==> src/sv/assert_macros.svh <==
// Assertion helpers shared by the RTL.
`ifndef ASSERT_MACROS_SVH
`define ASSERT_MACROS_SVH

`ifndef SYNTHESIS

// Same-cycle implication.
`define ASSERT_IMPLIES(label, clk, rst, ante, cons) \
   label: assert property (@(posedge clk) disable iff (rst) (ante) |-> (cons)) \
      else $error("assertion failed: label");

// Next-cycle implication.
`define ASSERT_NEXT(label, clk, rst, ante, cons) \
   label: assert property (@(posedge clk) disable iff (rst) (ante) |=> (cons)) \
      else $error("assertion failed: label");

`else

`define ASSERT_IMPLIES(label, clk, rst, ante, cons)
`define ASSERT_NEXT(label, clk, rst, ante, cons)

`endif

`endif

==> src/sv/dmsr_pkg.sv <==
package dmsr_pkg;

   localparam int SpeedWidth = 8;

   localparam logic [1:0] OP_TICK   = 2'd0;
   localparam logic [1:0] OP_STORE  = 2'd1;
   localparam logic [1:0] OP_COMMIT = 2'd2;

   localparam logic [1:0] SEL_LEFT  = 2'd0;
   localparam logic [1:0] SEL_RIGHT = 2'd1;
   localparam logic [1:0] SEL_BOTH  = 2'd2;

   localparam logic [SpeedWidth-1:0] REVERSE_THRESHOLD_RESET = 8'h10;

   // floor(s / 3) == (s * 171) >> 9 for every 8-bit s
   localparam logic [7:0] DIV3_RECIP = 8'd171;
   localparam int         DIV3_SHIFT = 9;

   typedef struct packed {
      logic [1:0] operation;
      logic [1:0] motor_select;
      logic       cmd_direction;
      logic [7:0] cmd_speed;
   } req_item_type;

   typedef struct packed {
      logic [7:0] pwm_left;
      logic [7:0] pwm_right;
      logic       dir_pin_left;
      logic       dir_pin_right;
   } rsp_item_type;

   // per-motor strobes for one processed item
   typedef struct packed {
      logic tick;
      logic store;
      logic commit;
   } motor_ctl_type;

endpackage

==> src/sv/dmsr_in_stage.sv <==
module dmsr_in_stage
   import dmsr_pkg::*;
(
   input  logic         clock,
   input  logic         reset,
   input  logic         req_valid,
   output logic         req_stall,
   input  req_item_type req_item,
   input  logic         advance,
   output logic         item_valid,
   output req_item_type item
);

   logic         valid_ff, valid_in;
   req_item_type item_ff, item_in;
   logic         load;

   // take a new item whenever the held one moves on or the stage is empty
   assign load      = !valid_ff || advance;
   assign req_stall = !load;

   always_comb begin
      valid_in = valid_ff;
      item_in  = item_ff;
      if (load) begin
         valid_in = req_valid;
         item_in  = req_item;
      end
   end

   always_ff @(posedge clock) begin
      if (reset) begin
         valid_ff <= 1'b0;
      end else begin
         valid_ff <= valid_in;
      end
      item_ff <= item_in;
   end

   assign item_valid = valid_ff;
   assign item       = item_ff;

endmodule

==> src/sv/dmsr_motor.sv <==
module dmsr_motor
   import dmsr_pkg::*;
(
   input  logic                  clock,
   input  logic                  reset,
   input  motor_ctl_type         ctl,
   input  logic                  cmd_direction,
   input  logic [SpeedWidth-1:0] cmd_speed,
   input  logic [SpeedWidth-1:0] reverse_threshold,
   output logic [SpeedWidth-1:0] speed,
   output logic                  dir
);

   logic [SpeedWidth-1:0] cur_speed_ff, cur_speed_in;
   logic                  cur_dir_ff, cur_dir_in;
   logic [SpeedWidth-1:0] goal_spd_ff, goal_spd_in;
   logic                  goal_dir_ff, goal_dir_in;
   logic [SpeedWidth-1:0] queued_spd_ff, queued_spd_in;
   logic                  queued_dir_ff, queued_dir_in;

   logic signed [SpeedWidth:0] diff;
   logic signed [SpeedWidth:0] half;
   logic [SpeedWidth-1:0]      approach;
   logic [2*SpeedWidth-1:0]    prod;
   logic [SpeedWidth-1:0]      third;

   // halve the signed gap, rounding toward zero
   assign diff     = $signed({1'b0, goal_spd_ff}) - $signed({1'b0, cur_speed_ff});
   assign half     = (diff + $signed({{SpeedWidth{1'b0}}, diff[SpeedWidth]})) >>> 1;
   assign approach = cur_speed_ff + half[SpeedWidth-1:0];

   assign prod  = cur_speed_ff * DIV3_RECIP;
   assign third = SpeedWidth'(prod >> DIV3_SHIFT);

   always_comb begin
      cur_speed_in  = cur_speed_ff;
      cur_dir_in    = cur_dir_ff;
      goal_spd_in   = goal_spd_ff;
      goal_dir_in   = goal_dir_ff;
      queued_spd_in = queued_spd_ff;
      queued_dir_in = queued_dir_ff;
      if (ctl.tick) begin
         if (cur_dir_ff == goal_dir_ff) begin
            cur_speed_in = approach;
         end else if (cur_speed_ff < reverse_threshold) begin
            cur_dir_in = goal_dir_ff;
         end else begin
            cur_speed_in = cur_speed_ff - third;
         end
      end
      if (ctl.store) begin
         queued_spd_in = cmd_speed;
         queued_dir_in = cmd_direction;
      end
      if (ctl.commit) begin
         goal_spd_in = queued_spd_ff;
         goal_dir_in = queued_dir_ff;
      end
   end

   always_ff @(posedge clock) begin
      if (reset) begin
         cur_speed_ff  <= '0;
         cur_dir_ff    <= 1'b0;
         goal_spd_ff   <= '0;
         goal_dir_ff   <= 1'b0;
         queued_spd_ff <= '0;
         queued_dir_ff <= 1'b0;
      end else begin
         cur_speed_ff  <= cur_speed_in;
         cur_dir_ff    <= cur_dir_in;
         goal_spd_ff   <= goal_spd_in;
         goal_dir_ff   <= goal_dir_in;
         queued_spd_ff <= queued_spd_in;
         queued_dir_ff <= queued_dir_in;
      end
   end

   assign speed = cur_speed_ff;
   assign dir   = cur_dir_ff;

endmodule

==> src/sv/dual_motor_speed_ramp_unit.sv <==
// A result follows its request transfer through the input register, then the motor state registers.
// Throughput: one item per cycle; the only limit is the single result register under rsp_stall.
// The motor state registers double as the result register, so each result shows state after its item.
// Reset (synchronous, active high) clears both stages, zeroes all speeds, sets all directions
// forward and loads reverse_threshold with 16.
`include "assert_macros.svh"

module dual_motor_speed_ramp_unit
   import dmsr_pkg::*;
(
   input  logic         clock,
   input  logic         reset,
   input  logic         req_valid,
   output logic         req_stall,
   input  req_item_type req_item,
   output logic         rsp_valid,
   input  logic         rsp_stall,
   output rsp_item_type rsp_item,
   input  logic         csr_valid,
   output logic         csr_ready,
   input  logic [7:0]   csr_data
);

   logic          item_valid;
   req_item_type  item;
   logic          advance;
   logic          process;
   logic          rsp_valid_ff, rsp_valid_in;
   logic [7:0]    threshold_ff, threshold_in;
   logic          sel_left, sel_right;
   motor_ctl_type ctl_left, ctl_right;
   logic [7:0]    speed_left, speed_right;
   logic          dir_left, dir_right;

   // Advance the pipeline unless a finished result is held by the consumer.
   assign advance = !rsp_valid_ff || !rsp_stall;
   assign process = item_valid && advance;

   dmsr_in_stage u_in_stage (
      .clock      (clock),
      .reset      (reset),
      .req_valid  (req_valid),
      .req_stall  (req_stall),
      .req_item   (req_item),
      .advance    (advance),
      .item_valid (item_valid),
      .item       (item)
   );

   // Decode the selector; select three addresses neither motor.
   always_comb begin
      sel_left  = 1'b0;
      sel_right = 1'b0;
      unique case (item.motor_select)
         SEL_LEFT: begin
            sel_left = 1'b1;
         end
         SEL_RIGHT: begin
            sel_right = 1'b1;
         end
         SEL_BOTH: begin
            sel_left  = 1'b1;
            sel_right = 1'b1;
         end
         default: begin
            sel_left  = 1'b0;
            sel_right = 1'b0;
         end
      endcase
   end

   // Build per-motor strobes; a tick always hits both motors, operation three does nothing.
   always_comb begin
      ctl_left  = '0;
      ctl_right = '0;
      if (process) begin
         unique case (item.operation)
            OP_TICK: begin
               ctl_left.tick  = 1'b1;
               ctl_right.tick = 1'b1;
            end
            OP_STORE: begin
               ctl_left.store  = sel_left;
               ctl_right.store = sel_right;
            end
            OP_COMMIT: begin
               ctl_left.commit  = sel_left;
               ctl_right.commit = sel_right;
            end
            default: begin
               ctl_left  = '0;
               ctl_right = '0;
            end
         endcase
      end
   end

   dmsr_motor u_motor_left (
      .clock             (clock),
      .reset             (reset),
      .ctl               (ctl_left),
      .cmd_direction     (item.cmd_direction),
      .cmd_speed         (item.cmd_speed),
      .reverse_threshold (threshold_ff),
      .speed             (speed_left),
      .dir               (dir_left)
   );

   dmsr_motor u_motor_right (
      .clock             (clock),
      .reset             (reset),
      .ctl               (ctl_right),
      .cmd_direction     (item.cmd_direction),
      .cmd_speed         (item.cmd_speed),
      .reverse_threshold (threshold_ff),
      .speed             (speed_right),
      .dir               (dir_right)
   );

   // Result valid: load on advance, hold while the transfer is stalled.
   assign rsp_valid_in = advance ? item_valid : rsp_valid_ff;

   // Configuration: always ready; writes must arrive only while idle, which the block itself does not enforce.
   assign csr_ready    = 1'b1;
   assign threshold_in = (csr_valid && csr_ready) ? csr_data : threshold_ff;

   always_ff @(posedge clock) begin
      if (reset) begin
         rsp_valid_ff <= 1'b0;
         threshold_ff <= REVERSE_THRESHOLD_RESET;
      end else begin
         rsp_valid_ff <= rsp_valid_in;
         threshold_ff <= threshold_in;
      end
   end

   // The state only changes when the pipeline advances, so it holds under stall.
   assign rsp_valid              = rsp_valid_ff;
   assign rsp_item.pwm_left      = speed_left;
   assign rsp_item.pwm_right     = speed_right;
   assign rsp_item.dir_pin_left  = ~dir_left;
   assign rsp_item.dir_pin_right = dir_right;

   `ASSERT_NEXT(a_proc_gives_rsp, clock, reset, process, rsp_valid)
   `ASSERT_IMPLIES(a_empty_no_stall, clock, reset, !rsp_valid_ff, !req_stall)
   `ASSERT_NEXT(a_csr_write, clock, reset, csr_valid && csr_ready, threshold_ff == $past(csr_data))
   `ASSERT_NEXT(a_no_proc_state_hold, clock, reset, !process,
                $stable(speed_left) && $stable(speed_right) && $stable(dir_left) && $stable(dir_right))

endmodule
==> config.mk <==
export PLATFORM = sky130hd
export DESIGN_NAME = dual_motor_speed_ramp_unit
export DESIGN_NICKNAME = d
export VERILOG_FILES = /design/src/sv/dmsr_pkg.sv /design/src/sv/dmsr_in_stage.sv /design/src/sv/dmsr_motor.sv /design/src/sv/dual_motor_speed_ramp_unit.sv
export VERILOG_INCLUDE_DIRS = /design/src /design/src/sv
export SDC_FILE = /design/constraint.sdc
export NUM_CORES = 1
export LEC_CHECK = 0
export BUFFER_PORTS_ARGS = -buffer_cell sky130_fd_sc_hd__buf_2
export CORE_MARGIN = 4
export CORE_UTILIZATION = 55
export DETAILED_ROUTE_END_ITERATION = 16
export PLACE_DENSITY = 0.69
export SLEW_MARGIN = 20
export SYNTH_ARGS = -nofsm -noshare
export SYNTH_HDL_FRONTEND = slang
export SYNTH_HIERARCHICAL = 1
export SYNTH_SLANG_ARGS = --single-unit
==> constraint.sdc <==
create_clock -name clock -period 8.34 [get_ports clock]
set_clock_uncertainty 0.1 [all_clocks]
set_input_delay 1.668 -clock clock [delete_from_list [all_inputs] [get_ports clock]]
set_output_delay 1.668 -clock clock [all_outputs]
set_load 0.005 [all_outputs]
* Word level (Yosys, flattened, before mapping)
Cells that the tools add are included.
** Cells by class
- $add $sub $neg :: 8
- Multipliers :: 2
- Divide/modulo/power cells :: 0
- $lt $le $gt $ge :: 2
- Equality and inequality tests :: 8
- Shift operators :: 0
- Muxes and demuxes :: 13
- Bitwise gates (word level) :: 3
- Reductions and logical operators :: 15
** Operator list (number)
- $mul A8 B8 Y16 const B :: 2
- $mux W8 :: 4
- $add A9 B2 Y9 :: 2
- $sub A8 B8 Y9 :: 2
- $add A8 B8 Y8 :: 2
- $lt A8 B8 Y1 :: 2
- $sub A8 B7 Y8 :: 2
- $mux W1 :: 7
- $mux W3 :: 2
- $reduce_and A3 Y1 :: 2
- $eq A2 B1 Y1 const B :: 2
- $eq A2 B2 Y1 const B :: 2
- $logic_not A1 Y1 :: 4
- $logic_not A2 Y1 :: 2
- $ne A2 B1 Y1 const B :: 2
- $reduce_and A2 Y1 :: 2
- $reduce_or A2 Y1 :: 2
- $not A1 Y1 :: 3
- $eq A1 B1 Y1 :: 2
- $logic_or A1 B1 Y1 :: 2
- $logic_and A1 B1 Y1 :: 1
** Word-level totals
- Register bits after elaboration :: 77
- Bits in latches :: 0
- Bits in writable memories :: 0
- ROM bits :: 0
- Input port bits :: 26
- Output and inout bits :: 21
- Logic and storage cells :: 70
- Memories kept :: 0

* Logic depth before layout (Yosys ltp)
Gate-level depths: netlist (run 1).
- Depth after elaboration :: 6
- Gate-level depth with buffers :: 24
- Gate-level depth less buffers :: 24

* Cells and area by module
The synthesis (run 1) kept the hierarchy.
** Modules (own cells, without submodules)
- dmsr_motor (u_motor_left) :: times used 1, cells each 380, area an instance 3279.4 um^2, seq. area each 540.5 um^2
- dmsr_motor (u_motor_right) :: times used 1, cells each 379, area an instance 3276.9 um^2, seq. area each 540.5 um^2
- dual_motor_speed_ramp_unit :: times used 1, cells each 48, area an instance 442.9 um^2, seq. area each 180.2 um^2
- dmsr_in_stage :: times used 1, cells each 18, area an instance 440.4 um^2, seq. area each 410.4 um^2

* Worst setup path before layout (run 1)
Ideal clock, no wire load.
- Path type :: register to register
- From :: register u_motor_left.cur_speed_ff[1] (netlist: u_motor_left/speed[1])
- To :: register u_motor_left.cur_speed_ff[7] (netlist: u_motor_left/speed[7])
- Library setup time :: 0.123 ns
- Arrival :: 5.802 ns
- Data required time :: 8.117 ns
- Path slack :: 2.315 ns
- Stages on the path, launching flop included :: 22
- Buffers on the path :: 0
- Clock period less this slack :: 6.025 ns
- Cell sequence :: dfxtp_1 -> ha_1 -> fa_1 -> fa_1 -> fa_1 -> ha_1 -> or2_2 -> o22a_1 -> and4_1 -> or3_1 -> ha_1 -> mux2_2 -> ha_1 -> a21o_1 -> a21o_1 -> a21o_1 -> a21oi_1 -> nor2_1 -> a211oi_1 -> nor2b_1 -> mux2i_1 -> mux2_1
** Between the ends
- Cells in the longest elaborated chain, start to end :: 4
- Elaborated cells between the ends (all ways) :: 10
- Those cells by class :: 4 x add/sub; 1 x mul; 1 x order compare; 1 x eq/ne; 2 x mux; 1 x reduce/logical
** Ends and longest elaborated chain
- start: declaration :: line dmsr_motor.sv:14 : logic [SpeedWidth-1:0] cur_speed_ff, cur_speed_in;
- start signal: assignment :: line dmsr_motor.sv:70 : cur_speed_ff <= cur_speed_in;
- $mul A8 B8 Y16 or $sub A8 B8 Y9 (tied branches) :: line dmsr_motor.sv:32, dmsr_motor.sv:28
- $sub A8 B7 Y8 or $add A9 B2 Y9 (tied branches) :: line dmsr_motor.sv:48, dmsr_motor.sv:29
- $mux W8 or $add A8 B8 Y8 (tied branches) :: line dmsr_motor.sv:45, dmsr_motor.sv:30
- $mux W8 :: line dmsr_motor.sv:43 : if (cur_dir_ff == goal_dir_ff) begin
Several ways; a longest one is shown, not always the timed one. The select of a mux whose other input is x is not followed.
A chain may end at the register's enable or synchronous reset.

* Worst setup path after layout (run 1)
- From :: register u_motor_left.cur_speed_ff[3] (netlist: u_motor_left/speed[3])
- To :: register u_motor_left.cur_speed_ff[7] (netlist: u_motor_left/speed[7])
The elaborated chain is that of the path after synthesis.

==> metrics.cfg, run 1 <==
[global_route]
grt_max_degree = 66
grt_pass1_wl_um = 26700
grt_usage = 0.204
first_global_vias = 5707
antenna_found_initial = 0
grt-ovfl-total = 0

[pwr]
p_sw_frac = 0.248
powerDensity_nw_per_um2 = 109
p_leak_nw = 4.13
max-vdd-ir-drop_mv = 0.120
pwr-share-clk = 0.438
seq_power_share = 0.447
internal_power_mw = 0.665
p_sw_mw = 0.220
pwr-share-comb = 0.115

[synth]
synth_fa_ha_area_frac = 0.297
netlist_area_um2 = 7440
synth_cell_type_count = 79
yosysTopAreaCellShare = 0.222
avgSynthCellArea_um2 = 9.02
synth-compound-area-share = 0.138
synth_cells = 825
async_reset_ff_frac = 0
synth_edf_count = 13
synth_simple_gate_area_share = 0.143
ys_seq_area_frac = 0.225
yosys_most_used_dff = dfxtp_1
synth-seq-cells = 77
yosysTopAreaCell = ha_1
synth_nets = 1011
synth_warnings = 6
synth_top_family_by_area = adder cells
synth.area.mux_share = 0.0743
synthTopCellsByArea = ha_1, dfxtp_1, fa_1
synth_xor_area_frac = 0.0565

[route]
vias = 5928
remaining_drc_errors = 0
viasPerCell = 5.66
antenna_left = 0
wirelength_um = 16000
drt_iter0_drc = 341
first_pass_iters = 5
drt-wirelength-per-cell_um = 15.3

[place]
io_buffers = 45
gp_congestion = 0.902
place_ws_ps = 1990
hpwl_um = 12700

[finish]
final_core_util = 0.615
nets = 1053
fillerInstances = 1182
synthToLayoutAreaGrowth_pct = 9.49
drive_gt1_frac = 0.112
antenna_cells = 0

[timing]
fin_crit_sh = 0.765
tightestPinTransition_ps = 1020
tns_ps = 0
setup_violations = 0
rsz0062_at_grt = no
finalHoldViolations = 0
layout_setup_ws_ps = 1960
final_max_slew_viol_count = 0
fmaxAchievable_mhz = 157
slew_headroom = 0.316
period_needed_ps = 6380

[clock_tree]
insertion_delay_ps = 330
cts_tree = done
clk_pin_slew_worst_paths_ps = 60
cts_max_level = 3
cts.repair.resized = 0
cts_buffers = 9
post-cts-setup-buffers = 0
clk_path_buf_depth = 2
ctsHoldBuffers = 0
clock_sinks = 77
root_buffer = clkbuf_16

[outcome]
status = finished clean

[worst_setup_path]
cp.arrival_ps = 6500
cp_max_fo = 9
end_kind = flip-flop
critPathLaunchType = flip-flop
path_class = reg -> reg
cp.required_ps = 8460

[die]
core-area_um2 = 13200
chipHeight_um = 124
fp.dieW_um = 124
initial_utilization = 0.562
die_area_um2 = 15500
io_pins = 47
rows = 42

[hold_path]
min_path_type = reg -> reg

[job]
max-cap-violations = 0

[stage by stage]
stage | power [mW] | hold WS (ps) | instance area (um^2) | cells
3_5_place_dp | 0.504 | 383 | 7840 | 1032
6_report | 0.885 | 393 | 8150 | 1048
3_3_place_gp | 0.500 | 375 | 7840 | 1032
5_1_grt | 0.928 | 417 | 8150 | 1048
2_1_floorplan | 0.477 | 360 | 7440 | 825
4_1_cts | 0.895 | 395 | 8140 | 1048
[cell usage after synthesis (all sizes together), types with 11 or more instances]
cell type,instances
ha,132
inv,107
nor2,97
dfxtp,64
mux2i,53
a21oi,38
nand2,31
fa,28
xnor2,24
xor2,24
o21ai,22
a21o,18
edfxtp,13
nor2b,12
nor3,12
clkbuf,11
nand3,11
[worst max-delay path, stage by stage, from the launching register on]
cell and delay (ps):
dfxtp_1 550, ha_1 340, fa_1 540, fa_1 450, fa_1 490, ha_1 250
or2_2 300, o22a_1 210, and4_1 200, or3_1 360, ha_1 280, mux2_2 290
ha_1 270, a21o_1 160, a21o_1 190, a21o_1 180, a21oi_1 210, nor2_1 70
a211oi_1 260, nor2b_1 170, mux2i_1 80, mux2_1 310
[state kept, by name, summed over array words and instances, names as in the netlist, 8 cells and up]
name and cells:
u_motor_left/speed 8, u_motor_right/queued_spd_ff 8, u_motor_left/queued_spd_ff 8, u_motor_right/speed 8
u_motor_left/goal_spd_ff 8, u_in_stage/item 13, threshold_ff 8, u_motor_right/goal_spd_ff 8
[final timing paths]
| check | end | slack, ps | cells after the start | startpoint |
|---|---|---|---|---|
| worst min-delay path | u_motor_left/goal_spd_ff[7] | 390 | 2 | u_motor_left/queued_spd_ff[7] |
| worst min register to register | u_motor_left/goal_spd_ff[7] | 390 | 2 | u_motor_left/queued_spd_ff[7] |
| worst max register to register | u_motor_left/speed[7] | 1960 | 21 | u_motor_left/speed[3] |
| worst max-delay path | u_motor_left/speed[7] | 1960 | 21 | u_motor_left/speed[3] |
[logic make-up (layout without fill, tap and decap cells)]
family,Yosys count,after routing
DFF,77,77
AOI/OAI and AO/OA,142,142
xor gates and xnor gates,48,48
other,1,1
buffers and inverters,126,173
adders and majority gates,160,160
and+or+nand+nor,216,216
muxes,55,55
[per-layer routing]
| metal | global-route usage | wire length [um] | up-vias |
|---|---|---|---|
| met5 | 0 | 0 | - |
| met4 | 0.0554 | 281 | 0 |
| met3 | 0.0347 | 783 | 23 |
| met2 | 0.333 | 7330 | 144 |
| met1 | 0.281 | 7630 | 2791 |
| li1 | - | - | 2970 |
[layout make-up]
type / instances / area [um^2] / area share
inverters: 107 / 402 / 0.0493
clock buffers: 10 / 229 / 0.0281
well taps: 176 / 220 / 0.0270
repair buffers: 50 / 265 / 0.0326
clock inverters: 6 / 71.3 / 0.00876
flip-flops and latches: 77 / 1670 / 0.205
multi-input cells: 622 / 5290 / 0.649
[power groups by stage]
stage / Clock (mW) / Combinational (mW) / Sequential, mW
global route: 0.417 / 0.115 / 0.397
floorplan: 0 / 0.0773 / 0.400
global placement: 0 / 0.0966 / 0.404
CTS: 0.397 / 0.101 / 0.396
finish: 0.388 / 0.102 / 0.396
detailed placement: 0 / 0.100 / 0.404
[layout by cell type, fill, tap and decap left out, drive strengths merged, types with 4 or more instances in the layout]
cell	instances
a211o	4
a211oi	8
a21o	18
a21oi	38
and3	8
buf	50
clkbuf	10
dfxtp	64
edfxtp	13
fa	28
ha	132
inv	109
mux2i	53
nand2	31
nand2b	4
nand3	11
nand4	4
nor2	97
nor2b	12
nor3	12
nor4	7
o2111ai	4
o211ai	7
o21a	7
o21ai	22
o22ai	5
o31ai	5
or2	5
or3	8
or4	4
xnor2	24
xor2	24
Note: power is estimated with default switching activity, not from simulation.
==> inputs of run 2 (changes only) <==
==> constraint.sdc (replaced) <==
create_clock -name clock -period 6.1 [get_ports clock]
set_clock_uncertainty 0.1 [all_clocks]
set_input_delay 1.22 -clock clock [delete_from_list [all_inputs] [get_ports clock]]
set_output_delay 1.22 -clock clock [all_outputs]
set_load 0.005 [all_outputs]
==> run 2 against run 1 <==
  * Non-clock buffer count increased by 33
  * Critical path depth unchanged
  * Combinational power increased by 50%
  * Die area unchanged
  * Total power increased by 38%
  * Clock-buffer cell count unchanged
  * Core utilization increased by 3.2 points
  * Via count increased by 3.0%
  * Routed wire length increased by 5.7%
  * First-iteration DRC count decreased by 3.5%
  * Sequential share of layout area decreased by 0.98 points
  * Worst hold slack improved by 10 ps
  * Critical path type unchanged
  * Critical endpoint unchanged
  * Largest cell class unchanged
  * Largest power group unchanged
  * Highest routed layer unchanged
==> metrics.cfg, run 2 (synthesis gave the netlist of run 1 again) <==
[outcome]
status = finished clean

[finish]
synthToLayoutAreaGrowth_pct = 15.1
fillerInstances = 1130
final_common_cell = ha_1
layout_common_cells = ha_1, inv_1, nor2_1
drive_gt1_frac = 0.173
final_area_um2 = 8570
nets = 1086
antenna_cells = 0
final_core_util = 0.647
layoutNonFillerInstCount = 1081
largest_reg_flops = 13

[route]
drt_iter0_drc = 329
viasPerCell = 5.65
wirelength_um = 16900
drt-wirelength-per-cell_um = 15.7
vias = 6103
antenna_left = 0
first_pass_iters = 5
remaining_drc_errors = 0

[place]
gp_congestion = 0.838
placed_area_um2 = 7990
io_buffers = 45
hpwl_um = 13500
dp.cells = 1052

[pwr]
p_leak_nw = 4.32
seq_power_share = 0.440
max-vdd-ir-drop_mv = 0.201
internal_power_mw = 0.918
pwr-share-comb = 0.125
pwr-share-clk = 0.434
p_sw_frac = 0.250
powerDensity_nw_per_um2 = 143
p_sw_mw = 0.305

[worst_setup_path]
cp.arrival_ps = 6080
timing.critical_path.from = u_motor_left/speed[3]
cp-endpoint = u_motor_left/speed[7]
r2r_start = u_motor_left/speed[3]
end_kind = flip-flop
path_class = reg -> reg
r2r-end = u_motor_left/speed[7]
cp_max_fo = 5
critPathLaunchType = flip-flop
cp.required_ps = 6220
reg2reg_depth = 21
r2r_setup_slack_ps = 140

[timing]
period_needed_ps = 5960
final_max_slew_viol_count = 0
setup_violations = 0
fmaxAchievable_mhz = 168
tns_ps = 0
finalHoldViolations = 0
slew_headroom = 0.341
fin_crit_sh = 0.977
tightestPinTransition_ps = 981
whs_ps = 403

[clock_tree]
cts_buffers = 9
clk_pin_slew_worst_paths_ps = 60
insertion_delay_ps = 330
clk_path_buf_depth = 2
cts_tree = done
ctsHoldBuffers = 0
root_buffer = clkbuf_16
cts_max_level = 3
clock_sinks = 77

[die]
fp.dieW_um = 124
core-area_um2 = 13200
chipHeight_um = 124
die_area_um2 = 15500
initial_utilization = 0.562
rows = 42
io_pins = 47

[global_route]
grt-ovfl-total = 0
grt_max_degree = 48
first_global_vias = 6179
grt_usage = 0.214
grt_pass1_wl_um = 28100
antenna_found_initial = 0

[hold_path]
holdPathStages = 2
min_path_type = reg -> reg

[job]
max-cap-violations = 0

-- run 2: cell types whose count changed in the layout (fill, tap and decap cells not counted), sizes merged --
cell / delta
clkinvlp: -1
clkinv: +1
buf: +33
-- run 2: per-stage QoR --
stage | power (mW) | setup slack, ps
2_1_floorplan | 0.653 | 74.6
3_3_place_gp | 0.687 | 139
3_5_place_dp | 0.693 | -33.5
4_1_cts | 1.22 | 13.0
5_1_grt | 1.28 | -28.1
6_report | 1.22 | 139
-- run 2: critical path, cell delays in order (launching register included) --
cell,delay (ps)
dfxtp_1,320
ha_1,320
fa_1,510
fa_1,430
fa_1,530
ha_4,220
a211o_1,330
a21o_1,230
or2_0,220
o211ai_1,310
nand2_1,170
o41a_1,440
a211oi_2,180
xnor2_1,140
mux2i_1,90
ha_1,350
nand2_1,90
nor2_1,50
a211oi_2,240
nor2b_2,190
mux2i_1,80
mux2_1,320
-- run 2: worst min path at each step --
stage                                          end                           start  slack, ps
global route          u_motor_right/goal_spd_ff[5]    u_motor_right/goal_spd_ff[5]        420
CTS                 u_motor_right/queued_spd_ff[3]  u_motor_right/queued_spd_ff[3]        410
global placement       u_motor_right/queued_dir_ff     u_motor_right/queued_dir_ff        380
finish                u_motor_right/goal_spd_ff[3]  u_motor_right/queued_spd_ff[3]        400
floorplan               u_motor_left/queued_dir_ff      u_motor_left/queued_dir_ff        360
detailed placement     u_motor_right/queued_dir_ff     u_motor_right/queued_dir_ff        390
-- run 2: layout make-up --
| cell class | instances | area, um^2 | share of cell area |
|---|---|---|---|
| multi-input cells | 622 | 5460 | 0.637 |
| flip-flops and latches | 77 | 1670 | 0.195 |
| repair buffers | 83 | 510 | 0.0596 |
| inverters | 107 | 402 | 0.0469 |
| clock buffers | 10 | 229 | 0.0267 |
| well taps | 176 | 220 | 0.0257 |
| clock inverters | 6 | 72.6 | 0.00847 |
-- run 2: per-layer routing --
metal  vias up  GRT usage  part of all wire
li1       3037          -                 -
met1      2901      0.273              0.46
met2       143      0.382              0.49
met3        22     0.0322             0.036
met4         0     0.0503             0.012
met5         -          0                 0
-- run 2: repair_timing --
item | 4_1_cts | 5_1_grt
pin swaps | 0 | 23
cloned | 0 | 0
setup buffers | 0 | 13
gates resized for setup | 1 | 31
setup endpoints to repair | 1 | 2
-- run 2: power groups by stage --
stage	clock network, mW	registers (mW)	logic [mW]
after floorplan	0	0.547	0.106
after global placement	0	0.549	0.138
after detailed placement	0	0.550	0.144
after CTS	0.540	0.538	0.145
after global routing	0.565	0.540	0.171
final	0.531	0.539	0.153
